File: src/hdl/prp_pkg.sv
// ----------------------------------------------------------------------------
// prp_pkg: shared types and helpers for the pairwise repulsion step
// Fixed-point widths, register indexes, divider status and saturation math.
// ----------------------------------------------------------------------------
`default_nettype none

package prp_pkg;

    localparam int DATA_W = 32;
    localparam int CFG_W  = 31;
    localparam int IDX_W  = 2;

    localparam logic [DATA_W-1:0] S32_MAX = 32'h7FFF_FFFF;

    // Configuration register indexes.
    localparam logic [IDX_W-1:0] REG_TIME_STEP  = 2'd0;
    localparam logic [IDX_W-1:0] REG_FORCE_GAIN = 2'd1;
    localparam logic [IDX_W-1:0] REG_BOX_WIDTH  = 2'd2;
    localparam logic [IDX_W-1:0] REG_BOX_HEIGHT = 2'd3;

    // Divider status seen by the sequencer.
    typedef struct packed {
        logic busy;
        logic done;
    } div_sts_t;

    // Sign-extend a word to the 34-bit working width.
    function automatic logic signed [33:0] sext34(input logic [31:0] v);
        sext34 = $signed({{2{v[31]}}, v});
    endfunction

    // Saturate a 34-bit signed value to the signed 32-bit range.
    function automatic logic [31:0] sat32(input logic signed [33:0] v);
        if (v > $signed({2'b00, S32_MAX}))
            sat32 = S32_MAX;
        else if (v < $signed({2'b11, ~S32_MAX}))
            sat32 = ~S32_MAX;
        else
            sat32 = v[31:0];
    endfunction

    // Magnitude of a signed word; the most negative word gives 2^31.
    function automatic logic [31:0] mag32(input logic [31:0] v);
        mag32 = v[31] ? (~v + 32'd1) : v;
    endfunction

    // Give an unsigned magnitude the sign taken from a word's top bit.
    function automatic logic signed [33:0] signed_mag(input logic neg, input logic [31:0] m);
        signed_mag = neg ? -$signed({2'b00, m}) : $signed({2'b00, m});
    endfunction

endpackage

`default_nettype wire

File: src/hdl/prp_div.sv
// ----------------------------------------------------------------------------
// prp_div: iterative pair-force divider
// Computes min(floor(num * 2^16 / den), 2^31-1), zero for a zero divisor,
// one quotient bit per cycle after an overflow pre-check.
// ----------------------------------------------------------------------------
`default_nettype none

module prp_div (
    input  wire logic              clk,
    input  wire logic              rst_n,
    input  wire logic              start,
    input  wire logic [62:0]       num,
    input  wire logic [63:0]       den,
    output prp_pkg::div_sts_t      sts,
    output logic [31:0]            quo
);

    logic        busy_reg;
    logic        done_reg;
    logic [4:0]  cnt_reg;
    logic [64:0] rem_reg;
    logic [63:0] den_reg;
    logic [31:0] bits_reg;
    logic [31:0] quo_reg;
    logic [64:0] trial;
    logic        fits;

    // One restoring step: bring down the next numerator bit and try a subtract.
    assign trial = {rem_reg[63:0], bits_reg[31]};
    assign fits  = (trial >= {1'b0, den_reg});

    // Control state.
    always_ff @(posedge clk or negedge rst_n)
    begin
        if (!rst_n)
        begin
            busy_reg <= 1'b0;
            done_reg <= 1'b0;
            cnt_reg  <= 5'd0;
        end
        else
        begin
            done_reg <= 1'b0;
            if (start)
            begin
                cnt_reg <= 5'd0;
                if (den == 64'd0 || {16'd0, num[62:15]} >= den)
                    done_reg <= 1'b1;
                else
                    busy_reg <= 1'b1;
            end
            else if (busy_reg)
            begin
                cnt_reg <= cnt_reg + 5'd1;
                if (cnt_reg == 5'd31)
                begin
                    busy_reg <= 1'b0;
                    done_reg <= 1'b1;
                end
            end
        end
    end

    // Datapath: remainder, divisor and quotient shift registers.
    always_ff @(posedge clk)
    begin
        if (start)
        begin
            den_reg  <= den;
            rem_reg  <= {18'd0, num[62:16]};
            bits_reg <= {num[15:0], 16'd0};
            if (den == 64'd0)
                quo_reg <= 32'd0;
            else if ({16'd0, num[62:15]} >= den)
                quo_reg <= prp_pkg::S32_MAX;
            else
                quo_reg <= 32'd0;
        end
        else if (busy_reg)
        begin
            rem_reg  <= fits ? (trial - {1'b0, den_reg}) : trial;
            quo_reg  <= {quo_reg[30:0], fits};
            bits_reg <= {bits_reg[30:0], 1'b0};
        end
    end

    assign sts.busy = busy_reg;
    assign sts.done = done_reg;
    assign quo      = quo_reg;

endmodule

`default_nettype wire

File: config.mk
export PLATFORM = sky130hd
export DESIGN_NAME = prp_div
export DESIGN_NICKNAME = d
export VERILOG_FILES = /design/src/hdl/prp_pkg.sv /design/src/hdl/prp_div.sv
export SDC_FILE = /design/constraint.sdc
export NUM_CORES = 1
export LEC_CHECK = 0
export ABC_CLOCK_PERIOD_IN_PS = 4600
export BUFFER_PORTS_ARGS = -buffer_cell sky130_fd_sc_hd__buf_2
export CELL_PAD_IN_SITES_DETAIL_PLACEMENT = 2
export CELL_PAD_IN_SITES_GLOBAL_PLACEMENT = 2
export CORE_ASPECT_RATIO = 1.75
export CORE_MARGIN = 2
export CORE_UTILIZATION = 37
export CTS_CLUSTER_DIAMETER = 150
export DETAILED_ROUTE_END_ITERATION = 6
export PLACE_DENSITY = 0.9
export SLEW_MARGIN = 20
export SYNTH_ARGS = -nofsm -noshare
export SYNTH_HDL_FRONTEND = slang
export SYNTH_SLANG_ARGS = --single-unit
export TNS_END_PERCENT = 5
File: constraint.sdc
create_clock -name clk -period 4.6 [get_ports clk]
set_input_delay 0.92 -clock clk [delete_from_list [all_inputs] [get_ports clk]]
set_output_delay 0.92 -clock clk [all_outputs]
set_load 0.02 [all_outputs]
==> metrics.cfg <==
[worst_setup_path]
required_ps = 4820
cp_top_family = compound AO/OA/AOI/OAI gates
regToRegSetupSlack_ps = 260
reg2reg_depth = 14
reg2reg_from = bits_reg[31]
crit_slowest_cell = a311oi_2
cp_common_cell = inv_1
setup.worst_path.start_class = flip-flop
end_kind = flip-flop
crit_chain = inv_1 > ha_1 > inv_1 > fa_1 > a21oi_1 > o221ai_2 > a311oi_2 > o41a_1 > a211o_1 > o221ai_4 > a41oi_2 > xor2_1 > o21ai_1 > mux2_2
r2r_end = rem_reg[40]
path_class = reg2reg
critPathMaxStageDelay_ps = 520
worstPathArrival_ps = 4570
cp_num_buf_inv = 2
cp_max_fo = 5

[synthesis]
yosysSeqAreaShare_pct = 40.94
yosysMostFrequentCell = inv_1
syn_area_per_cell_sq_um = 9.467
synth_area_leaders = edfxtp_1, ha_1, inv_1
synth-async-reset-ratio_pct = 3.825
netlist_area_sq_um = 12920
synth_common_cells = inv_1, edfxtp_1, ha_1, a21oi_1, nand2_1
syn_nets = 1610
synth_seq_cells = 183
synth_edf_count = 159
yosys.area.top_type = edfxtp_1
synth_top_flop_cell = edfxtp_1
synth_top_area_share_pct = 36.95
yosysWarnings = 0
synthCells = 1365
synthDistinctLibCells = 83

[layout]
layout-drive-gt1-share_pct = 18.24
nFillCells = 3805
nets = 1745
area_growth_pct = 14.81
multiInputGateArea_sq_um = 6656
antenna_cells = 0
register_area_sq_um = 5290
stdcell_area_sq_um = 14840

[timing]
post-route-period-util_pct = 94.45
hold_viol_final = 0
hold-worst-slack_ps = 264.1
clock.fmax_mhz = 230.2
finalSetupViolations = 0
rsz0062_at_grt = no
slew_violations = 0
tightest_slew_ps = 1040
max_slew_margin_pct = 30.05
fin_crit_ps = 4345
finalClockSkew_ps = 23.75

[power_and_ir_drop]
leakage_nw = 6.684
p_per_area_nw_per_um2 = 337.9
ir_worst_vdd_v = 0.0003040

[cts]
cts_made_buffers = 17
cts_tree = built
clk_path_buf_depth = 2
clk_latency_ps = 480
hold_buffers = 0
h-tree-depth = 4
clock-root-buffer = clkbuf_16
cts_num_sinks = 183
clkTransAtPathRegs_ps = 80

[routing]
drt-initial-drc-count = 550
drc_errors = 0
antenna_left = 0
vias = 11390
drt-total-wl_mm = 50.93
avgRoutedWirePerCell_microns = 25.81
viasPerCell = 5.775
drt-pass1-iter-count = 5

[place]
dp_hpwl_mm = 37.86
gp_congestion = 0.9041
place_area_sq_um = 14210
io_buffer_count = 163

[floorplan]
die_area_sq_um = 36500
die_h_microns = 251.2
core_area_sq_um = 34460
start_util_pct = 37.50
rows = 90
ios = 164
die_x_microns = 145.3

[run_status]
status = finished, final reports clean

[grt]
first_global_vias = 13120
grt_max_degree = 114
track_usage_pct = 27.97
grt-ovfl-total = 0
antenna_found_initial = 0
grt_pass1_wl_mm = 77.96

[hold_path]
hold_class = in2async

[job]
drv_cap = 0

-- repair_timing --
action / 4_1_cts / 5_1_grt
resized for setup: 0 / 1
endpoints found under the setup margin: 0 / 7
setup buffers: 0 / 0
-- through the flow --
step                      power (mW)  setup slack, ps  TNS [ps]  std cells  utilization (%)
after floorplan                2.872            721.8         0       1365                -
after global placement         3.263           -275.7     -8428       1941            41.23
after detailed placement       3.364           -369.9     -8795       1941            41.23
after CTS                      5.029            12.44         0       1973            43.04
after global routing           5.203            102.9         0       1973            43.06
final                          5.014            255.1         0       1973            43.06
-- cell families (layout without fill, tap and decap cells) --
| kind of cell | count (synthesis) | in the layout | share of synthesized area (%) |
|---|---|---|---|
| compound gates | 394 | 394 | 19.48 |
| xor+xnor | 59 | 59 | 3.999 |
| fa+ha+maj | 115 | 115 | 11.19 |
| buf+inv | 249 | 397 | 7.630 |
| flops | 183 | 183 | 40.94 |
| mux | 57 | 57 | 4.870 |
| simple gates | 308 | 308 | 11.89 |
-- placed cells by master (no fill, tap or decap), types with 12 or more instances in the layout --
| master | instances |
|---|---|
| nor2_1 | 67 |
| a211oi_1 | 21 |
| nand2_1 | 97 |
| o21ai_1 | 48 |
| edfxtp_1 | 159 |
| nand4_1 | 35 |
| nor4_1 | 20 |
| buf_2 | 162 |
| xnor2_1 | 40 |
| o21bai_1 | 19 |
| a21o_1 | 43 |
| nor3_1 | 12 |
| ha_1 | 114 |
| o21ai_0 | 64 |
| inv_1 | 184 |
| dfxtp_1 | 17 |
| xor2_1 | 19 |
| mux2_2 | 46 |
| nand3_1 | 13 |
| clkbuf_16 | 17 |
| a21oi_1 | 113 |
-- area by class of cell --
class,instances,area share (%)
flip-flops and latches,183,35.66
inverters,187,4.748
clock inverters,15,1.349
well taps,460,3.879
multi-input cells,933,44.86
clock buffers,17,2.867
repair buffers,178,6.637
-- where the power goes --
group / internal, mW / switching (mW) / total, mW
logic: 0.517 / 0.902 / 1.42
registers: 1.92 / 0.0607 / 1.98
clock network: 0.791 / 0.823 / 1.61
-- worst max path at each step --
stage	start	endpoint	slack, ps	cells after the start
6_report	bits_reg[31]	rem_reg[40]	260	14
5_1_grt	bits_reg[31]	rem_reg[40]	100	14
2_1_floorplan	start	bits_reg[16]	720	4
3_5_place_dp	den[9]	quo[26]	-370	11
3_3_place_gp	den[9]	quo[22]	-280	11
4_1_cts	den[9]	quo[26]	10	11
-- metal layers --
layer | track usage [%] | vias up | wire length (microns)
li1 | - | 5211 | -
met1 | 26.21 | 5699 | 17050
met2 | 54.16 | 319 | 28340
met3 | 4.446 | 165 | 1625
met4 | 20.14 | 0 | 3912
met5 | 0 | - | 0
(Power assumes the default switching activity.)
